==> src/rtl/tcpt_pkg.sv <==
package tcpt_pkg;

	// time base kept modulo 2^TIME_BITS
	localparam int TIME_BITS = 32;
	localparam int NOW_W     = 32;

	localparam int PCT_W     = 7;
	localparam int TRAVEL_W  = 16;
	// elapsed below budget (<= 2 * 65535) fits here
	localparam int ELAPSED_W = TRAVEL_W + 1;
	localparam int PROD_W    = PCT_W + ELAPSED_W;
	localparam int CD_W      = 8;
	localparam int PADDR_W   = 4;
	localparam int PDATA_W   = 32;
	localparam int REG_IDX_W = 2;

	typedef logic [TIME_BITS-1:0] time_t;
	typedef logic [PCT_W-1:0]     pct_t;
	typedef logic [TRAVEL_W-1:0]  travel_t;
	typedef logic [ELAPSED_W-1:0] elap_t;
	typedef logic [PROD_W-1:0]    prod_t;
	typedef logic [CD_W-1:0]      cd_t;

	localparam logic [1:0] OP_TICK = 2'd0;
	localparam logic [1:0] OP_STOP = 2'd1;
	localparam logic [1:0] OP_MOVE = 2'd2;

	localparam logic [2:0] TGT_CLOSED = 3'd0;
	localparam logic [2:0] TGT_OPEN   = 3'd1;

	localparam logic [1:0] DIR_STOP  = 2'd0;
	localparam logic [1:0] DIR_OPEN  = 2'd1;
	localparam logic [1:0] DIR_CLOSE = 2'd2;

	localparam logic [1:0] POS_CLOSED  = 2'd0;
	localparam logic [1:0] POS_OPEN    = 2'd1;
	localparam logic [1:0] POS_PARTIAL = 2'd2;

	localparam logic STATUS_OK         = 1'b0;
	localparam logic STATUS_CONSTRAINT = 1'b1;

	localparam logic [REG_IDX_W-1:0] REG_FULL_TRAVEL = 2'd0;
	localparam logic [REG_IDX_W-1:0] REG_OVERSHOOT   = 2'd1;
	localparam logic [REG_IDX_W-1:0] REG_RELAY_POL   = 2'd2;

	localparam travel_t FULL_TRAVEL_RST = 16'd15000;
	localparam travel_t OVERSHOOT_RST   = 16'd1500;
	localparam travel_t MS_PER_S        = 16'd1000;
	localparam pct_t    PCT_FULL        = 7'd100;

	function automatic logic [1:0] coarse_pos(pct_t pct);
		logic [1:0] r;
		if (pct == '0) r = POS_CLOSED;
		else if (pct >= PCT_FULL) r = POS_OPEN;
		else r = POS_PARTIAL;
		return r;
	endfunction

endpackage

==> src/rtl/timed_closure_position_tracker_unit.sv <==
// Channel | Dir | Handshake          | Payload
// in      | in  | in_valid/in_stall  | opcode, now_ms, target_position, target_present
// out     | out | out_valid/out_stall| command_status .. movement_completed (11 fields)
// cfg     | in  | APB psel/penable   | full_travel_ms, overshoot_ms, relay_active_low
//
// One item at a time. Stop, idle tick, rejected or empty move: decided in ST_CHECK, loaded from ST_OUT.
// Accepted move: budget / 1000 on the serial divider (24 steps) in ST_CDIV.
// Tick while moving: the 7-step serial multiply followed by the
// 24-step serial divide by travel time; the countdown divide runs alongside.
// Reset: motor stopped, estimate closed, secure published as 1; config at defaults.
// The next item is taken while a result waits in the output register; a stalled
// result holds the final step until out_stall drops.
module timed_closure_position_tracker_unit (
	input  logic                          clk,
	input  logic                          arst_n,
	// input items
	input  logic                          in_valid,
	output logic                          in_stall,
	input  logic [1:0]                    opcode,
	input  logic [tcpt_pkg::NOW_W-1:0]    now_ms,
	input  logic [2:0]                    target_position,
	input  logic                          target_present,
	// result items
	output logic                          out_valid,
	input  logic                          out_stall,
	output logic                          command_status,
	output logic                          relay_open_level,
	output logic                          relay_close_level,
	output logic                          moving,
	output logic [1:0]                    position_state,
	output logic                          secure,
	output logic                          state_report,
	output logic                          secure_changed,
	output logic [tcpt_pkg::CD_W-1:0]     countdown_s,
	output logic                          countdown_update,
	output logic                          movement_completed,
	// configuration
	input  logic                          psel,
	input  logic                          penable,
	input  logic                          pwrite,
	input  logic [tcpt_pkg::PADDR_W-1:0]  paddr,
	input  logic [tcpt_pkg::PDATA_W-1:0]  pwdata,
	output logic [tcpt_pkg::PDATA_W-1:0]  prdata,
	output logic                          pready
);
	import tcpt_pkg::*;

	localparam logic [2:0] ST_IDLE  = 3'd0;
	localparam logic [2:0] ST_CHECK = 3'd1;
	localparam logic [2:0] ST_MUL   = 3'd2;
	localparam logic [2:0] ST_DIV   = 3'd3;
	localparam logic [2:0] ST_CDIV  = 3'd4;
	localparam logic [2:0] ST_OUT   = 3'd5;

	// estimate from start point and traveled percent d
	function automatic pct_t next_est(pct_t start, logic to_open, prod_t d);
		logic [PCT_W:0] sum;
		pct_t           r;
		sum = {1'b0, start} + {1'b0, d[PCT_W-1:0]};
		if (to_open) begin
			if ((|d[PROD_W-1:PCT_W]) || (sum > {1'b0, PCT_FULL})) r = PCT_FULL;
			else r = sum[PCT_W-1:0];
		end else begin
			if (d >= PROD_W'(start)) r = '0;
			else r = start - d[PCT_W-1:0];
		end
		return r;
	endfunction

	// config registers
	travel_t full_travel_q;
	travel_t overshoot_q;
	logic    relay_low_q;

	// tracker state
	logic       active_q;
	time_t      start_time_q;
	pct_t       start_pct_q;
	logic       target_open_q;
	pct_t       cur_pct_q;
	logic       last_secure_q;
	logic [1:0] dir_q;

	// item being worked
	logic [2:0] state_q;
	logic [1:0] op_q;
	time_t      now_q;
	logic [2:0] tpos_q;
	logic       tpres_q;
	time_t      elapsed_q;

	// result flags
	logic status_q;
	logic report_q;
	cd_t  cd_q;
	logic cd_upd_q;
	logic completed_q;

	// output register
	logic       ovalid_q;
	logic       o_status_q;
	logic       o_ropen_q;
	logic       o_rclose_q;
	logic       o_moving_q;
	logic [1:0] o_pos_q;
	logic       o_secure_q;
	logic       o_report_q;
	logic       o_secchg_q;
	cd_t        o_cd_q;
	logic       o_cdupd_q;
	logic       o_done_q;

	logic       cfg_wr;
	logic       in_acc;
	travel_t    travel;
	elap_t      budget;
	elap_t      elapsed_lo;
	pct_t       tgt_pct;
	pct_t       mag;
	logic       expired;
	logic       move_ok;
	logic       mul_start;
	logic       cdiv_start;
	logic       qdiv_start;
	prod_t      cd_dividend;
	prod_t      product;
	logic       mul_done;
	prod_t      cd_quo;
	logic       cdiv_done;
	prod_t      q_quo;
	logic       qdiv_done;
	pct_t       est;
	logic       out_free;
	logic       sec_now;

	assign pready = 1'b1;
	assign cfg_wr = psel && penable && pwrite;

	always_ff @(posedge clk or negedge arst_n) begin
		if (!arst_n) begin
			full_travel_q <= FULL_TRAVEL_RST;
			overshoot_q   <= OVERSHOOT_RST;
			relay_low_q   <= 1'b1;
		end else if (cfg_wr) begin
			unique case (paddr[PADDR_W-1:2])
				REG_FULL_TRAVEL: full_travel_q <= pwdata[TRAVEL_W-1:0];
				REG_OVERSHOOT:   overshoot_q   <= pwdata[TRAVEL_W-1:0];
				REG_RELAY_POL:   relay_low_q   <= pwdata[0];
				default: ;
			endcase
		end
	end

	always_comb begin
		unique case (paddr[PADDR_W-1:2])
			REG_FULL_TRAVEL: prdata = PDATA_W'(full_travel_q);
			REG_OVERSHOOT:   prdata = PDATA_W'(overshoot_q);
			REG_RELAY_POL:   prdata = PDATA_W'(relay_low_q);
			default:         prdata = '0;
		endcase
	end

	// zero travel counts as 1 ms, so the divisor never reaches zero
	assign travel     = (full_travel_q == '0) ? TRAVEL_W'(1) : full_travel_q;
	assign budget     = {1'b0, travel} + {1'b0, overshoot_q};
	assign elapsed_lo = elapsed_q[ELAPSED_W-1:0];
	assign expired    = (elapsed_q >= TIME_BITS'(budget));
	assign tgt_pct    = target_open_q ? PCT_FULL : '0;
	assign mag        = (tgt_pct > start_pct_q) ? (tgt_pct - start_pct_q)
	                                            : (start_pct_q - tgt_pct);
	assign move_ok    = tpres_q && (tpos_q <= TGT_OPEN);

	assign in_stall = (state_q != ST_IDLE);
	assign in_acc   = in_valid && !in_stall;
	assign out_free = !ovalid_q || !out_stall;

	assign mul_start  = (state_q == ST_CHECK) && (op_q == OP_TICK) && active_q && !expired;
	assign cdiv_start = mul_start ||
	                    ((state_q == ST_CHECK) && (op_q == OP_MOVE) && move_ok);
	assign qdiv_start = (state_q == ST_MUL) && mul_done;
	// move: full budget; tick: budget left
	assign cd_dividend = (op_q == OP_MOVE) ? PROD_W'(budget) : PROD_W'(budget - elapsed_lo);

	tcpt_smul u_mul (
		.clk     (clk),
		.arst_n  (arst_n),
		.start   (mul_start),
		.a       (mag),
		.b       (elapsed_lo),
		.product (product),
		.done    (mul_done)
	);

	tcpt_sdiv u_qdiv (
		.clk      (clk),
		.arst_n   (arst_n),
		.start    (qdiv_start),
		.dividend (product),
		.divisor  (travel),
		.quotient (q_quo),
		.done     (qdiv_done)
	);

	tcpt_sdiv u_cdiv (
		.clk      (clk),
		.arst_n   (arst_n),
		.start    (cdiv_start),
		.dividend (cd_dividend),
		.divisor  (MS_PER_S),
		.quotient (cd_quo),
		.done     (cdiv_done)
	);

	assign est     = next_est(start_pct_q, target_open_q, q_quo);
	assign sec_now = (cur_pct_q == '0);

	// item capture and sequencer
	always_ff @(posedge clk) begin
		if (in_acc) begin
			op_q      <= opcode;
			now_q     <= TIME_BITS'(now_ms);
			tpos_q    <= target_position;
			tpres_q   <= target_present;
			elapsed_q <= TIME_BITS'(now_ms) - start_time_q;
		end
	end

	always_ff @(posedge clk or negedge arst_n) begin
		if (!arst_n) begin
			state_q       <= ST_IDLE;
			active_q      <= 1'b0;
			start_time_q  <= '0;
			start_pct_q   <= '0;
			target_open_q <= 1'b0;
			cur_pct_q     <= '0;
			last_secure_q <= 1'b1;
			dir_q         <= DIR_STOP;
			status_q      <= STATUS_OK;
			report_q      <= 1'b0;
			cd_q          <= '0;
			cd_upd_q      <= 1'b0;
			completed_q   <= 1'b0;
			ovalid_q      <= 1'b0;
		end else begin
			// load on the final step, drop once taken
			if ((state_q == ST_OUT) && out_free) ovalid_q <= 1'b1;
			else if (!out_stall) ovalid_q <= 1'b0;
			unique case (state_q)
				ST_IDLE: begin
					if (in_acc) begin
						state_q     <= ST_CHECK;
						status_q    <= STATUS_OK;
						report_q    <= 1'b0;
						cd_q        <= '0;
						cd_upd_q    <= 1'b0;
						completed_q <= 1'b0;
					end
				end
				ST_CHECK: begin
					state_q <= ST_OUT;
					unique case (op_q)
						OP_TICK: begin
							if (active_q) begin
								if (expired) begin
									// full travel plus overshoot done: snap to end
									cur_pct_q   <= tgt_pct;
									report_q    <= 1'b1;
									active_q    <= 1'b0;
									dir_q       <= DIR_STOP;
									cd_upd_q    <= 1'b1;
									completed_q <= 1'b1;
								end else begin
									state_q <= ST_MUL;
								end
							end
						end
						OP_STOP: begin
							completed_q <= active_q;
							active_q    <= 1'b0;
							dir_q       <= DIR_STOP;
							cd_upd_q    <= 1'b1;
						end
						OP_MOVE: begin
							if (tpres_q) begin
								if (move_ok) begin
									start_pct_q   <= cur_pct_q;
									target_open_q <= (tpos_q == TGT_OPEN);
									start_time_q  <= now_q;
									active_q      <= 1'b1;
									dir_q         <= (tpos_q == TGT_OPEN) ? DIR_OPEN : DIR_CLOSE;
									state_q       <= ST_CDIV;
								end else begin
									status_q <= STATUS_CONSTRAINT;
								end
							end
						end
						default: ;
					endcase
				end
				ST_MUL: begin
					if (mul_done) state_q <= ST_DIV;
				end
				ST_DIV: begin
					if (qdiv_done) begin
						// countdown divide started earlier and is already finished
						if (coarse_pos(est) != coarse_pos(cur_pct_q)) report_q <= 1'b1;
						cur_pct_q <= est;
						cd_q      <= cd_quo[CD_W-1:0];
						cd_upd_q  <= 1'b1;
						state_q   <= ST_OUT;
					end
				end
				ST_CDIV: begin
					if (cdiv_done) begin
						cd_q     <= cd_quo[CD_W-1:0];
						cd_upd_q <= 1'b1;
						state_q  <= ST_OUT;
					end
				end
				ST_OUT: begin
					if (out_free) begin
						state_q  <= ST_IDLE;
						if (report_q) last_secure_q <= sec_now;
					end
				end
				default: state_q <= ST_IDLE;
			endcase
		end
	end

	// result payload, loaded with the final step
	always_ff @(posedge clk) begin
		if ((state_q == ST_OUT) && out_free) begin
			o_status_q <= status_q;
			o_ropen_q  <= (dir_q == DIR_OPEN) ^ relay_low_q;
			o_rclose_q <= (dir_q == DIR_CLOSE) ^ relay_low_q;
			o_moving_q <= active_q;
			o_pos_q    <= coarse_pos(cur_pct_q);
			o_secure_q <= sec_now;
			o_report_q <= report_q;
			o_secchg_q <= report_q && (sec_now != last_secure_q);
			o_cd_q     <= cd_q;
			o_cdupd_q  <= cd_upd_q;
			o_done_q   <= completed_q;
		end
	end

	assign out_valid          = ovalid_q;
	assign command_status     = o_status_q;
	assign relay_open_level   = o_ropen_q;
	assign relay_close_level  = o_rclose_q;
	assign moving             = o_moving_q;
	assign position_state     = o_pos_q;
	assign secure             = o_secure_q;
	assign state_report       = o_report_q;
	assign secure_changed     = o_secchg_q;
	assign countdown_s        = o_cd_q;
	assign countdown_update   = o_cdupd_q;
	assign movement_completed = o_done_q;

endmodule

==> src/rtl/tcpt_smul.sv <==
// shift-add multiplier, one multiplier bit per cycle
module tcpt_smul (
	input  logic            clk,
	input  logic            arst_n,
	input  logic            start,
	input  tcpt_pkg::pct_t  a,
	input  tcpt_pkg::elap_t b,
	output tcpt_pkg::prod_t product,
	output logic            done
);
	import tcpt_pkg::*;

	localparam int CNT_W = $clog2(PCT_W);

	pct_t             a_q;
	prod_t            b_q;
	prod_t            acc_q;
	logic [CNT_W-1:0] cnt_q;
	logic             busy_q;
	logic             done_q;

	always_ff @(posedge clk or negedge arst_n) begin
		if (!arst_n) begin
			busy_q <= 1'b0;
			done_q <= 1'b0;
			cnt_q  <= '0;
		end else begin
			done_q <= 1'b0;
			if (start) begin
				busy_q <= 1'b1;
				cnt_q  <= '0;
			end else if (busy_q) begin
				cnt_q <= cnt_q + 1'b1;
				if (cnt_q == CNT_W'(PCT_W - 1)) begin
					busy_q <= 1'b0;
					done_q <= 1'b1;
				end
			end
		end
	end

	always_ff @(posedge clk) begin
		if (start) begin
			a_q   <= a;
			b_q   <= PROD_W'(b);
			acc_q <= '0;
		end else if (busy_q) begin
			if (a_q[0]) acc_q <= acc_q + b_q;
			a_q <= a_q >> 1;
			b_q <= b_q << 1;
		end
	end

	assign product = acc_q;
	assign done    = done_q;

endmodule

==> src/rtl/tcpt_sdiv.sv <==
// restoring divider, one quotient bit per cycle; quotient holds until next start
module tcpt_sdiv (
	input  logic              clk,
	input  logic              arst_n,
	input  logic              start,
	input  tcpt_pkg::prod_t   dividend,
	input  tcpt_pkg::travel_t divisor,
	output tcpt_pkg::prod_t   quotient,
	output logic              done
);
	import tcpt_pkg::*;

	localparam int CNT_W = $clog2(PROD_W);

	prod_t              dvd_q;
	prod_t              quo_q;
	logic [TRAVEL_W:0]  rem_q;
	travel_t            dsr_q;
	logic [CNT_W-1:0]   cnt_q;
	logic               busy_q;
	logic               done_q;
	logic [TRAVEL_W:0]  trial;
	logic               qbit;

	always_comb begin
		trial = {rem_q[TRAVEL_W-1:0], dvd_q[PROD_W-1]};
		qbit  = (trial >= {1'b0, dsr_q});
	end

	always_ff @(posedge clk or negedge arst_n) begin
		if (!arst_n) begin
			busy_q <= 1'b0;
			done_q <= 1'b0;
			cnt_q  <= '0;
		end else begin
			done_q <= 1'b0;
			if (start) begin
				busy_q <= 1'b1;
				cnt_q  <= '0;
			end else if (busy_q) begin
				cnt_q <= cnt_q + 1'b1;
				if (cnt_q == CNT_W'(PROD_W - 1)) begin
					busy_q <= 1'b0;
					done_q <= 1'b1;
				end
			end
		end
	end

	always_ff @(posedge clk) begin
		if (start) begin
			dvd_q <= dividend;
			dsr_q <= divisor;
			rem_q <= '0;
			quo_q <= '0;
		end else if (busy_q) begin
			dvd_q <= dvd_q << 1;
			quo_q <= {quo_q[PROD_W-2:0], qbit};
			rem_q <= qbit ? (trial - {1'b0, dsr_q}) : trial;
		end
	end

	assign quotient = quo_q;
	assign done     = done_q;

endmodule

==> config.mk <==
export PLATFORM = sky130hd
export DESIGN_NAME = timed_closure_position_tracker_unit
export DESIGN_NICKNAME = d
export VERILOG_FILES = /design/src/rtl/tcpt_pkg.sv /design/src/rtl/timed_closure_position_tracker_unit.sv /design/src/rtl/tcpt_smul.sv /design/src/rtl/tcpt_sdiv.sv
export SDC_FILE = /design/constraint.sdc
export NUM_CORES = 1
export LEC_CHECK = 0
export ABC_AREA = 1
export BUFFER_PORTS_ARGS = -buffer_cell sky130_fd_sc_hd__buf_4
export CAP_MARGIN = 20
export CORE_MARGIN = 4
export CORE_UTILIZATION = 35
export CTS_CLUSTER_SIZE = 16
export DETAILED_ROUTE_END_ITERATION = 8
export GPL_TIMING_DRIVEN = 0
export PLACE_DENSITY = 0.5
export SLEW_MARGIN = 10
export SYNTH_ARGS = -nofsm -noshare
export SYNTH_HDL_FRONTEND = slang
export SYNTH_SLANG_ARGS = --single-unit
export TNS_END_PERCENT = 30
==> constraint.sdc <==
create_clock -name clk -period 5.1 [get_ports clk]
set_clock_uncertainty 0.15 [all_clocks]
set_input_delay 1.02 -clock clk [delete_from_list [all_inputs] [get_ports clk]]
set_output_delay 1.02 -clock clk [all_outputs]
set_load 0.005 [all_outputs]
# Word-level counts from Yosys, hierarchy flattened
# Cells that the tools add are included.
# Widths: inputs -> output; s select.
# totals
register_bits,391
input_bits,81
out_inout_bits,54
elab_cells,265
# op_classes
addsub,13
magnitude_cmp,9
eq_ne,37
muxes,100
bitwise_logic,2
n_reduce_logical,51
# op_table
operator,count
$mux 24,5
$mux 7,11
$mux 16,3
$pmux 16 s3,1
$mux 1,37
$mux 17,2
$ge 32x17->1,1
$sub 32x32->32,1
$mux 3,9
$mux 2,13
$add 24x24->24,1
$ge 24x7->1,1
$mux 8,3
$pmux 8 s3,1
$ne 2x2->1 const B,11
$sub 7x7->7,3
$mux 5,4
$reduce_and 5->1,4
$pmux 3 s6,1
$sub 17x17->18,1
$add 16x16->17,1
$ge 17x10->1 const B,1
$ge 17x16->1,1
$reduce_or 17->1,1
42 further kinds,95

# Depth between registers and ports, before layout
# Gate-level depths: netlist of run 1.
# depth
depth_word,14
ltp_mapped,35

# Hierarchy
# Synthesis of run 1 repeated with hierarchy kept, for this count alone.
# hier_totals
hier_cells,3277
hier_area_um2,25320.5
# modules_own_cells
mod,n_inst,cells_per_inst,area_each_um2,seq_area_each_um2
timed_closure_position_tracker_unit,1,1511,12363.1,5195.0
tcpt_sdiv,2,571,4434.3,2177.1
tcpt_smul,1,624,4088.9,1466.4

# Worst setup path after synthesis of run 1
# Ideal clock, no wire load.
# synth_timing
path_type,input port to flip-flop
start,input in_valid
end,"register elapsed_q[0], enable pin"
arrival_time_ns,4.005
path_slack_ns,0.445
stages,2
n_path_buf,0
cell_sequence,inv_1 nor2_1
# synth_via
elab_chain_len,1
# synth_rtl
item,line,source
start: declaration,timed_closure_position_tracker_unit.sv:17,"input logic in_valid,"
$logic_and 1x1->1,timed_closure_position_tracker_unit.sv:174,assign in_acc = in_valid && !in_stall;
net in_acc,timed_closure_position_tracker_unit.sv:114,logic in_acc;
end signal: assignment,timed_closure_position_tracker_unit.sv:224,elapsed_q <= TIME_BITS'(now_ms) - start_time_q;
end: declaration,timed_closure_position_tracker_unit.sv:90,time_t elapsed_q;
# The timed path passes the listed nets, and every way through them passes these cells.
# A chain may end at the register's enable or synchronous reset.

# Worst setup path in the final report of run 1
# layout_timing
start,register full_travel_q[9]
end,register u_mul.b_q[13] (data pin)
# layout_via
elab_chain_len,7
# layout_rtl
item,line,source
start: declaration,timed_closure_position_tracker_unit.sv:71,travel_t full_travel_q;
start signal: assignment,timed_closure_position_tracker_unit.sv:146,REG_FULL_TRAVEL: full_travel_q <= pwdata[TRAVEL_W-1:0];
$logic_not 16->1,timed_closure_position_tracker_unit.sv:164,assign travel = (full_travel_q == '0) ? TRAVEL_W'(1) : full_travel_q;
$mux 16,timed_closure_position_tracker_unit.sv:164,
net travel[0],timed_closure_position_tracker_unit.sv:115,travel_t travel;
$add 16x16->17,timed_closure_position_tracker_unit.sv:165,"assign budget = {1'b0, travel} + {1'b0, overshoot_q};"
$ge 32x17->1,timed_closure_position_tracker_unit.sv:167,assign expired = (elapsed_q >= TIME_BITS'(budget));
$logic_not 1->1,timed_closure_position_tracker_unit.sv:177,assign mul_start = (state_q == ST_CHECK) && (op_q == OP_TICK) && active_q && !expired;
$logic_and 1x1->1,timed_closure_position_tracker_unit.sv:177,
$mux 17,tcpt_smul.sv:43,if (start) begin
end signal: assignment,tcpt_smul.sv:45,b_q <= PROD_W'(b);
end signal: assignment,tcpt_smul.sv:50,b_q <= b_q << 1;
end: declaration,tcpt_smul.sv:16,prod_t b_q;
# The timed path passes the listed nets, and every way through them passes these cells.

==> run_results.csv, run 1 <==
group,metric,value,unit
yosys,synth_cell_types,61,
detailed_routing,first_iter_violations,1049,
floorplan,pin_count,135,
power,ir_drop,0.000312,V
critical_path,start_kind,"flop",
sta,finalCritPeriodShare,93.2,%
global_route,first_global_vias,17800,
yosys,synth_top_area_share,24.0,%
sta,clock.fmax,210,MHz
finish,fillers,6312,
sta,hold-worst-slack,0.207,ns
clock_network,cts_hold_buf,0,
placed_design,dpl.hpwl,45900,um
yosys,synth_edf_count,177,
sta,max_slew_margin,33.6,%
global_route,grtUsageMet1,23.8,%
global_route,met3_usage,2.49,%
detailed_routing,firstDrtPassIters,6,
hold_path,worstHoldPathType,"input pin to async pin",
detailed_routing,drcViolationCount,0,
global_route,grt_pass1_wl,94700,um
power,total_leakage_power,12.1,nW
sta,hold_viol_final,0,
finish,final_nets,3062,
critical_path,crit_type,"flop to flop",
global_route,grt-ovfl-total,0,
yosys,syn_area_per_cell,8.38,um2
critical_path,end_kind,"flop",
yosys,synth-xor-area-share,3.33,%
clock_network,htree_levels,2,
sta,grt_setup_unrepaired,"true",
critical_path,crit_path_end,"u_mul.b_q[13]$_DFFE_PP_",
global_route,grt_max_degree,81,
critical_path,r2r_end,"u_mul.b_q[13]$_DFFE_PP_",
critical_path,cp_slowest_cell,"dfstp_2",
floorplan,die_y,259,um
critical_path,crit_buf_inv,3,
yosys,yosys.area_share.simple,17.6,%
yosys,synth_cells,2638,
sta,tightest_slew,0.994,ns
clock_network,clk_pin_slew_worst_paths,0.06,ns
critical_path,crit_arrival,4.90,ns
critical_path,cp.depth,28,
detailed_routing,via_count,17900,
yosys,synth_top_cell_by_area,"edfxtp_1",
floorplan,die_area,67300,um2
critical_path,ff2ff_setup_slack,0.34,ns
global_route,top_usage_layer,"met2",
detailed_routing,via_per_inst,4.84,
critical_path,required,5.25,ns
critical_path,cp_max_fo,10,
finish,fin_cells,3695,
yosys,yosys_warnings,0,
yosys,yosys-top-cells-area,"edfxtp_1, dfrtp_1, nand2_1",
yosys,synthMuxAreaShare,0.0453,%
yosys,synth_top_family_by_area,"simple AND/OR/NAND/NOR gates",
floorplan,chipWidth,259,um
yosys,synth-compound-area-share,14.6,%
placed_design,place_inst,3593,
floorplan,start_util,35.6,%
detailed_routing,wirelength,59400,um
critical_path,crit_family,"simple AND/OR/NAND/NOR gates",
detailed_routing,routedWlPerCell,16.1,um
clock_network,clk_latency,0.58,ns
run_status,status,"complete, no violations",
yosys,yosysMostFrequentCell,"nand2_1",
yosys,synthArstFlopShare,30.4,%
clock_network,cts_sinks,391,
sta,finalMaxSlewViolations,0,
sta,setup_viol,0,
critical_path,r2r-start,"full_travel_q[9]$_DFFE_PN1P_",
critical_path,critPathMaxStageDelay,0.57,ns
flow_run,maxCapViolations,0,
clock_network,cts_made_buffers,47,
global_route,grt_antenna_before_repair,0,
placed_design,port_buffers,99,
floorplan,num_rows,91,
global_route,gr-usage-met2,29.1,%
global_route,grt.total_usage,17.4,%
clock_network,clock_path_buffers,3,
finish,drive_gt1_share,10.9,%
clock_network,cts-root-buf,"clkbuf_16",
yosys,synth_common_cells,"nand2_1, inv_1, o21ai_0",
finish,diodes,0,
critical_path,cp_common_cell,"nand2_1",
yosys,post_synth_instance_area,22100,um2
yosys,synthAdderAreaFrac,9.40,%
power,p_total,12.3,mW
placed_design,gp_congestion,0.893,
critical_path,ff2ff_path_depth,28,
floorplan,core-area,62200,um2
clock_network,cts_tree,"built",
detailed_routing,ant_nets,0,
yosys,synth_ff_type,"edfxtp_1",
yosys,synth_seq_cells,391,
finish,syn_to_final_growth,17.2,%
yosys,ys_seq_area_share,46.2,%
critical_path,critPathLaunch,"full_travel_q[9]$_DFFE_PN1P_",
sta,min_period,4.76,ns
power,power_density,473,nW/um2
[placed cells by master (no fill, tap or decap), types with 5 or more instances in the layout]
cell,netlist,layout
a22o_1,17,17
inv_1,387,386
nor2_2,3,6
nand3_1,93,93
ha_1,155,153
clkbuf_8,0,11
inv_2,5,6
o21ai_1,21,24
a21o_1,8,8
or2_2,8,8
xnor2_1,26,26
clkinv_1,5,8
a21oi_1,183,181
buf_2,16,12
nor4_1,13,10
dfxtp_1,95,95
nand2_2,3,9
xor2_1,58,57
o21bai_1,9,9
nor3_1,28,28
nor2_1,149,145
clkbuf_16,0,48
buf_4,22,132
clkinv_2,0,5
o211ai_1,24,24
dfrtp_1,103,101
nand4_1,29,29
o21ai_0,235,232
clkbuf_1,58,68
a31oi_1,13,13
dfstp_2,16,16
conb_1,2,17
edfxtp_1,177,177
o22ai_1,28,28
fa_1,7,6
nand2_1,588,580
[power by group]
group	internal [mW]	switching (mW)
registers	4.14	0.350
logic	1.67	2.82
clock network	1.95	1.33
[kinds of logic (layout without fill, tap and decap cells)]
logic type,count (synthesis),count (layout)
XOR/XNOR,84,84
buffers and inverters,494,698
AND/OR/NAND/NOR,931,932
other,2,17
adder cells (fa/ha/maj),162,162
AO/OA/AOI/OAI,573,573
multiplexers,1,1
flip-flops,391,391
[flip-flops by register name, indices dropped and copies added, names as in the netlist, 8 cells and up]
signal and flops:
u_mul.b_q 24, u_qdiv.rem_q 16, u_qdiv.quotient 24, u_qdiv.dvd_q 24
overshoot_q 16, u_cdiv.rem_q 16, countdown_s 8, u_qdiv.dsr_q 16
u_mul.product 24, start_time_q 32, elapsed_q 32, now_q 32
u_cdiv.dvd_q 24, u_cdiv.quotient 8, full_travel_q 16, cd_q 8
[what timing repair did]
item,CTS,global route
setup buffers,4,9
gates cloned,0,1
setup endpoints to repair,164,179
resized for setup,12,36
pin swaps,1,10
endpoints found under the hold margin,0,0
[per-layer routing]
metal	wire, um	up-vias
li1	-	9084
met1	28100	8407
met2	28000	311
met3	2290	79
met4	1060	0
met5	0	-
[final cells by class]
cell class	instances	area [um2]	area share (%)
clock buffer	73	1410	5.42
tap	837	1050	4.04
sequential	391	10200	39.4
multi-input combinational	1769	10200	39.2
buffer	97	495	1.91
clock inverter	15	123	0.473
inverter	397	1490	5.75
timing repair buffer	116	972	3.75
[worst reg2reg max path, delay by kind of cell, from the launching register on]
family	cells	cell delay, ns
flops	1	0.57
compound gates	5	0.85
xor+xnor	1	0.42
fa+ha+maj	2	0.58
buf+inv	3	0.51
simple gates	17	1.39
[worst min-delay path by stage]
| stage | cells after the start | slack [ns] | from | endpoint |
|---|---|---|---|---|
| after detailed placement | 0 | 0.28 | cd_q[6]$_DFFE_PN0P_ | countdown_s[6]$_DFFE_PP_ |
| final | 1 | 0.21 | arst_n | u_qdiv.cnt_q[2]$_DFFE_PN0P_ |
| after floorplan | 0 | 0.27 | cd_q[0]$_DFFE_PN0P_ | countdown_s[0]$_DFFE_PP_ |
| after global routing | 1 | 0.20 | arst_n | u_qdiv.cnt_q[2]$_DFFE_PN0P_ |
| after CTS | 1 | 0.18 | arst_n | u_qdiv.cnt_q[2]$_DFFE_PN0P_ |
| after global placement | 2 | 0.28 | now_q[0]$_DFFE_PP_ | start_time_q[0]$_DFFE_PN0P_ |
[per-stage QoR]
stage / TNS [ns] / worst slack, ns / area (um2) / util [%]
floorplan: 0 / 0.445 / 22200 / -
global placement: -138.72 / -1.18 / 24000 / 38.6
detailed placement: -60.27 / -0.965 / 24100 / 38.7
CTS: 0 / 0.0114 / 25700 / 41.4
global route: -0.411 / -0.0331 / 25900 / 41.7
finish: 0 / 0.344 / 25900 / 41.7
Power figures use the tool's default switching activity.
==> run 2, diff against run 1 <==
--- a/config.mk
+++ b/config.mk
@@ -8,12 +8,15 @@
 export ABC_AREA = 1
 export BUFFER_PORTS_ARGS = -buffer_cell sky130_fd_sc_hd__buf_4
 export CAP_MARGIN = 20
+export CELL_PAD_IN_SITES_DETAIL_PLACEMENT = 2
+export CELL_PAD_IN_SITES_GLOBAL_PLACEMENT = 2
 export CORE_MARGIN = 4
 export CORE_UTILIZATION = 35
 export CTS_CLUSTER_SIZE = 16
 export DETAILED_ROUTE_END_ITERATION = 8
 export GPL_TIMING_DRIVEN = 0
-export PLACE_DENSITY = 0.5
+export MAX_ROUTING_LAYER = met4
+export PLACE_DENSITY = 0.74
 export SLEW_MARGIN = 10
 export SYNTH_ARGS = -nofsm -noshare
 export SYNTH_HDL_FRONTEND = slang
==> run 2 against run 1 <==
Against the previous run: sequential share of layout area is essentially flat; cell count is essentially flat; hold slack lost 0.039 ns; sequential cell count is the same; via count grew 4.5%; clock power grew 6%; count of clock-buffer cells in the layout shrank 17; register-to-register slack lost 0.07 ns.
==> run_results.csv, run 2 (synthesis gave the netlist of run 1 again) <==
group,metric,value,unit
critical_path,cp_common_cell,"nand2_1",
sta,finalMaxSlewViolations,0,
critical_path,required,5.29,ns
critical_path,cp_max_fo,10,
power,swShare,38.5,%
power,ir_drop,0.000285,V
finish,fillers,7032,
placed_design,place_inst,3594,
power,seqPwrFrac,35.7,%
power,p_comb_share,37.0,%
power,clkPwrFrac,27.3,%
placed_design,post-place-ws,-0.864,ns
floorplan,start_util,35.6,%
global_route,met3_usage,2.52,%
sta,tightest_slew,1.11,ns
detailed_routing,routedWlPerCell,19.6,um
critical_path,crit_type,"flop to flop",
placed_design,port_buffers,99,
power,total_leakage_power,12.1,nW
clock_network,cts_tree,"built",
global_route,grt_pass1_wl,115000,um
power,power_density,490,nW/um2
finish,drive_gt1_share,11.0,%
global_route,first_global_vias,20900,
critical_path,end_kind,"flop",
sta,min_period,4.82,ns
finish,layout_common_cells,"nand2_1, inv_1, o21ai_0",
floorplan,die_area,67300,um2
floorplan,core-area,62200,um2
critical_path,start_kind,"flop",
power,p_switching,4.90,mW
critical_path,critPathMaxStageDelay,0.43,ns
flow_run,maxCapViolations,0,
clock_network,clk_pin_slew_worst_paths,0.06,ns
clock_network,cts_hold_buf,0,
clock_network,clk_latency,0.61,ns
sta,setup_viol,0,
detailed_routing,first_iter_violations,794,
floorplan,pin_count,135,
floorplan,chipWidth,259,um
sta,max_slew_margin,25.8,%
placed_design,gp_congestion,0.877,
hold_path,worstHoldPathType,"input pin to async pin",
global_route,grt-ovfl-total,0,
critical_path,cp_slowest_cell,"dfrtp_2",
detailed_routing,drcViolationCount,0,
finish,largest_registers,"elapsed_q: 32 flops, now_q: 32 flops, start_time_q: 32 flops",
detailed_routing,via_per_inst,5.06,
finish,syn_to_final_growth,17.3,%
global_route,grt_antenna_before_repair,0,
critical_path,crit_arrival,5.02,ns
sta,grt_setup_unrepaired,"true",
global_route,gr-usage-met2,38.2,%
global_route,grtUsageMet1,27.4,%
clock_network,cts-root-buf,"clkbuf_16",
finish,final_nets,3061,
sta,finalCritPeriodShare,94.6,%
detailed_routing,ant_nets,0,
clock_network,cts_sinks,391,
run_status,status,"complete, no violations",
sta,hold_viol_final,0,
power,intPower,7.82,mW
global_route,grt.total_usage,21.9,%
sta,hold-worst-slack,0.167,ns
floorplan,die_y,259,um
global_route,top_usage_layer,"met2",
floorplan,num_rows,91,
detailed_routing,firstDrtPassIters,5,
sta,finalWorstSetupSlack,0.278,ns
finish,final_common_cell,"nand2_1",
sta,clock.fmax,207,MHz
finish,fin_cells,3696,
global_route,grt_max_degree,81,
placed_design,dpl.hpwl,55100,um
clock_network,cts_made_buffers,48,
detailed_routing,via_count,18700,
clock_network,htree_levels,2,
detailed_routing,wirelength,72300,um
clock_network,clock_path_buffers,3,
-- run 2: power groups by stage --
stage / combinational [mW] / clock (mW) / sequential, mW
final: 4.71 / 3.47 / 4.54
after detailed placement: 4.62 / 0 / 4.59
after global placement: 4.34 / 0 / 4.57
after CTS: 4.72 / 3.58 / 4.55
after global routing: 5.35 / 3.72 / 4.61
after floorplan: 3.16 / 0 / 4.45
-- run 2: final timing paths --
| check | from | end | slack [ns] | cells past startpoint |
|---|---|---|---|---|
| hold reg to reg | cd_q[2]$_DFFE_PN0P_ | countdown_s[2]$_DFFE_PP_ | 0.29 | 0 |
| max in group asynchronous | arst_n | u_cdiv.cnt_q[4]$_DFFE_PN0P_ | 3.87 | 2 |
| setup reg to reg | full_travel_q[15]$_DFFE_PN0P_ | u_cdiv.dvd_q[14]$_DFFE_PP_ | 0.28 | 34 |
| hold / removal | arst_n | u_qdiv.busy_q$_DFF_PN0_ | 0.17 | 1 |
| min in group clk | cd_q[2]$_DFFE_PN0P_ | countdown_s[2]$_DFFE_PP_ | 0.29 | 0 |
| setup / recovery | full_travel_q[15]$_DFFE_PN0P_ | u_cdiv.dvd_q[14]$_DFFE_PP_ | 0.28 | 34 |
-- run 2: layout make-up --
class,count,area (um2),area share (%)
diodes,1,2.50,0.00965
plain buffers,97,489,1.89
clock buffers,56,1270,4.91
clock inverters,34,314,1.21
inverters,397,1490,5.75
multi-input cells,1769,10200,39.2
flip-flops and latches,391,10200,39.4
well taps,837,1050,4.04
repair buffers,114,940,3.62
-- run 2: metrics by stage --
step / cell area, um2 / setup TNS, ns / utilization, % / total power [mW]
global placement: 24000 / -121.40 / 38.6 / 8.91
detailed placement: 24100 / -53.93 / 38.8 / 9.20
global route: 25900 / -1.99 / 41.7 / 13.7
CTS: 25800 / 0 / 41.5 / 12.8
floorplan: 22200 / 0 / - / 7.61
finish: 25900 / 0 / 41.7 / 12.7
-- run 2: repair_timing --
| action | 4_1_cts | 5_1_grt |
|---|---|---|
| cloned | 0 | 1 |
| pin swaps | 3 | 9 |
| buffers inserted | 5 | 6 |
| endpoints found under the setup margin | 172 | 177 |
| gates resized for setup | 14 | 29 |
-- run 2: worst max-delay path: cells and delay by family, from the launching register on --
kind,cells,cell delay (ns)
buffers and inverters,3,0.32
adders and majority gates,2,0.46
and+or+nand+nor,22,2.20
AOI/OAI and AO/OA,7,1.00
DFF,1,0.43
-- run 2: routing by layer --
metal | share of wire [%] | wire length [um] | vias to the layer above
met5 | 0 | 0 | -
met4 | 2.0 | 1440 | 0
met3 | 2.4 | 1730 | 95
met2 | 50 | 36500 | 177
met1 | 45 | 32600 | 9342
li1 | - | - | 9073
==> run 3, diff against run 2 <==
--- a/config.mk
+++ b/config.mk
@@ -16,9 +16,10 @@
 export DETAILED_ROUTE_END_ITERATION = 8
 export GPL_TIMING_DRIVEN = 0
 export MAX_ROUTING_LAYER = met4
-export PLACE_DENSITY = 0.74
+export PLACE_DENSITY = 0.76
 export SLEW_MARGIN = 10
 export SYNTH_ARGS = -nofsm -noshare
 export SYNTH_HDL_FRONTEND = slang
+export SYNTH_HIERARCHICAL = 1
 export SYNTH_SLANG_ARGS = --single-unit
 export TNS_END_PERCENT = 30
==> run 3 against run 2 <==
Against the previous run: the flow now finishes with violations (negative setup slack); critical path depth fell by 4; wire length rose by 24%; sequential cell count is 16 higher; sequential power grew 2%; design area up 15%; count of clock-buffer cells in the layout increased by 10; sequential share of layout area down 3.5 points; critical path type unchanged; largest cell class is now multi-input gates; highest routed layer unchanged.
==> run_results.csv, run 3 <==
group,metric,value,unit
run_status,status,"finished, violations left",
run_status,violations,"negative setup slack",
clock_network,cts_made_buffers,49,
critical_path,required,5.26,ns
detailed_routing,drcViolationCount,0,
power,p_comb_share,39.4,%
finish,largest_registers,"elapsed_q: 32 flops, now_q: 32 flops, start_time_q: 32 flops",
clock_network,cts_tree,"built",
floorplan,pin_count,135,
clock_network,clock_path_buffers,3,
placed_design,place_inst,4305,
sta,min_period,5.30,ns
finish,syn_to_final_growth,19.9,%
power,ir_drop,0.000485,V
yosys,syn_area_per_cell,7.69,um2
critical_path,ff2ff_path_depth,30,
critical_path,critPathLaunch,"full_travel_q[8]$_DFFE_PN0P_",
sta,finalWorstSetupSlack,-0.196,ns
finish,layout_common_cells,"nand2_1, inv_1, nor2_1",
critical_path,cp_slowest_cell,"dfrtp_1",
clock_network,clk_latency,0.61,ns
sta,grt_setup_unrepaired,"true",
power,swShare,39.1,%
clock_network,cts_hold_buf,0,
floorplan,start_util,35.4,%
floorplan,num_rows,97,
floorplan,chipWidth,274,um
critical_path,crit_arrival,5.46,ns
flow_run,maxCapViolations,0,
critical_path,critPathMaxStageDelay,0.42,ns
power,seqPwrFrac,33.8,%
sta,finalMaxSlewViolations,0,
critical_path,crit_type,"flop to flop",
global_route,grt_pass1_wl,140000,um
detailed_routing,ant_nets,0,
critical_path,end_kind,"flop",
global_route,grt_max_degree,75,
clock_network,clk_pin_slew_worst_paths,0.07,ns
clock_network,cts-root-buf,"clkbuf_16",
power,power_density,460,nW/um2
sta,clock.fmax,189,MHz
finish,drive_gt1_share,13.1,%
global_route,first_global_vias,25400,
placed_design,placed_cell_area,27000,um2
critical_path,cp_max_fo,24,
yosys,yosys_warnings,6,
critical_path,start_kind,"flop",
power,intPower,8.33,mW
detailed_routing,routedWlPerCell,20.1,um
finish,postLayoutCellArea,29800,um2
global_route,grt_antenna_before_repair,0,
hold_path,worstHoldPathType,"input pin to async pin",
critical_path,r2r_end,"u_cdiv/dvd_q[0]$_SDFFCE_PN0P_",
critical_path,ff2ff_setup_slack,-0.20,ns
placed_design,port_buffers,99,
detailed_routing,firstDrtPassIters,4,
finish,diodes,0,
global_route,grt-ovfl-total,0,
sta,setup_viol,133,
placed_design,gp_congestion,0.881,
floorplan,die_y,274,um
critical_path,r2r-start,"full_travel_q[8]$_DFFE_PN0P_",
floorplan,core-area,70100,um2
yosys,post_synth_instance_area,24800,um2
clock_network,htree_levels,2,
finish,final_nets,3743,
clock_network,cts_sinks,407,
finish,fillers,8096,
placed_design,dpl.hpwl,65500,um
sta,max_slew_margin,31.7,%
sta,hold_viol_final,0,
power,clkPwrFrac,26.8,%
power,total_leakage_power,14.5,nW
sta,tightest_slew,1.02,ns
detailed_routing,wirelength,89700,um
finish,final_common_cell,"nand2_1",
finish,fin_cells,4464,
yosys,synth_cells,3228,
detailed_routing,via_per_inst,5.04,
sta,finalCritPeriodShare,104,%
critical_path,crit_path_end,"u_cdiv/dvd_q[0]$_SDFFCE_PN0P_",
power,p_switching,5.36,mW
global_route,grt.total_usage,23.9,%
detailed_routing,first_iter_violations,1076,
detailed_routing,via_count,22500,
floorplan,die_area,75300,um2
run 3: how the worst min path moves through the flow:
| stage | from | to | slack [ns] | cells past startpoint |
|---|---|---|---|---|
| after floorplan | completed_q$_DFFE_PN0P_ | movement_completed$_DFFE_PP_ | 0.27 | 0 |
| after global placement | now_q[16]$_DFFE_PP_ | start_time_q[16]$_DFFE_PN0P_ | 0.29 | 2 |
| after detailed placement | cd_q[7]$_DFFE_PN0P_ | countdown_s[7]$_DFFE_PP_ | 0.29 | 0 |
| after CTS | arst_n | overshoot_q[15]$_DFFE_PN0P_ | 0.19 | 1 |
| after global routing | arst_n | overshoot_q[13]$_DFFE_PN0P_ | 0.22 | 1 |
| final | arst_n | overshoot_q[13]$_DFFE_PN0P_ | 0.20 | 1 |
run 3: routing by layer:
metal  wire length (um)  track usage, %  part of all wire, %
met3               1800            2.06                  2.0
met5                  0               -                    0
met4               1960            5.47                  2.2
met1              38900            28.3                   43
met2              47100            44.0                   53
run 3: final cells by class:
class	instances	area, um2	area share [%]
plain buffers	102	609	2.05
clock buffers	66	1380	4.62
multi-input cells	2232	12200	40.9
repair buffers	175	1500	5.04
well taps	940	1180	3.95
inverters	517	1960	6.57
flip-flops and latches	407	10700	35.9
clock inverters	25	292	0.979
run 3: critical path, delay by kind of cell (launching register included):
family,cells,cell delay [ns]
DFF,1,0.42
AOI/OAI and AO/OA,7,1.22
xor gates and xnor gates,1,0.29
and+or+nand+nor,12,1.25
adders and majority gates,3,0.78
buffers and inverters,7,0.85
run 3: what timing repair did:
item,CTS,global route
resized for setup,84,60
pin swaps,24,25
setup buffers,50,18
endpoints found under the setup margin,195,188
gates cloned,1,3
run 3: stage by stage:
step | setup TNS (ns) | utilization (%) | worst slack, ns | hold WS (ns) | total power [mW]
2_1_floorplan | 0 | - | 0.00777 | 0.269 | 7.83
3_3_place_gp | -372.94 | 38.3 | -2.18 | 0.288 | 9.20
3_5_place_dp | -316.53 | 38.5 | -2.25 | 0.287 | 9.52
4_1_cts | -2.73 | 42.0 | -0.120 | 0.191 | 13.6
5_1_grt | -38.71 | 42.5 | -0.361 | 0.216 | 14.7
6_report | -15.34 | 42.5 | -0.196 | 0.204 | 13.7
run 3: power groups by stage:
stage | logic, mW | registers [mW] | clock network (mW)
2_1_floorplan | 3.30 | 4.52 | 0
3_3_place_gp | 4.54 | 4.66 | 0
3_5_place_dp | 4.85 | 4.67 | 0
4_1_cts | 5.23 | 4.62 | 3.77
5_1_grt | 6.04 | 4.68 | 3.93
6_report | 5.39 | 4.62 | 3.67
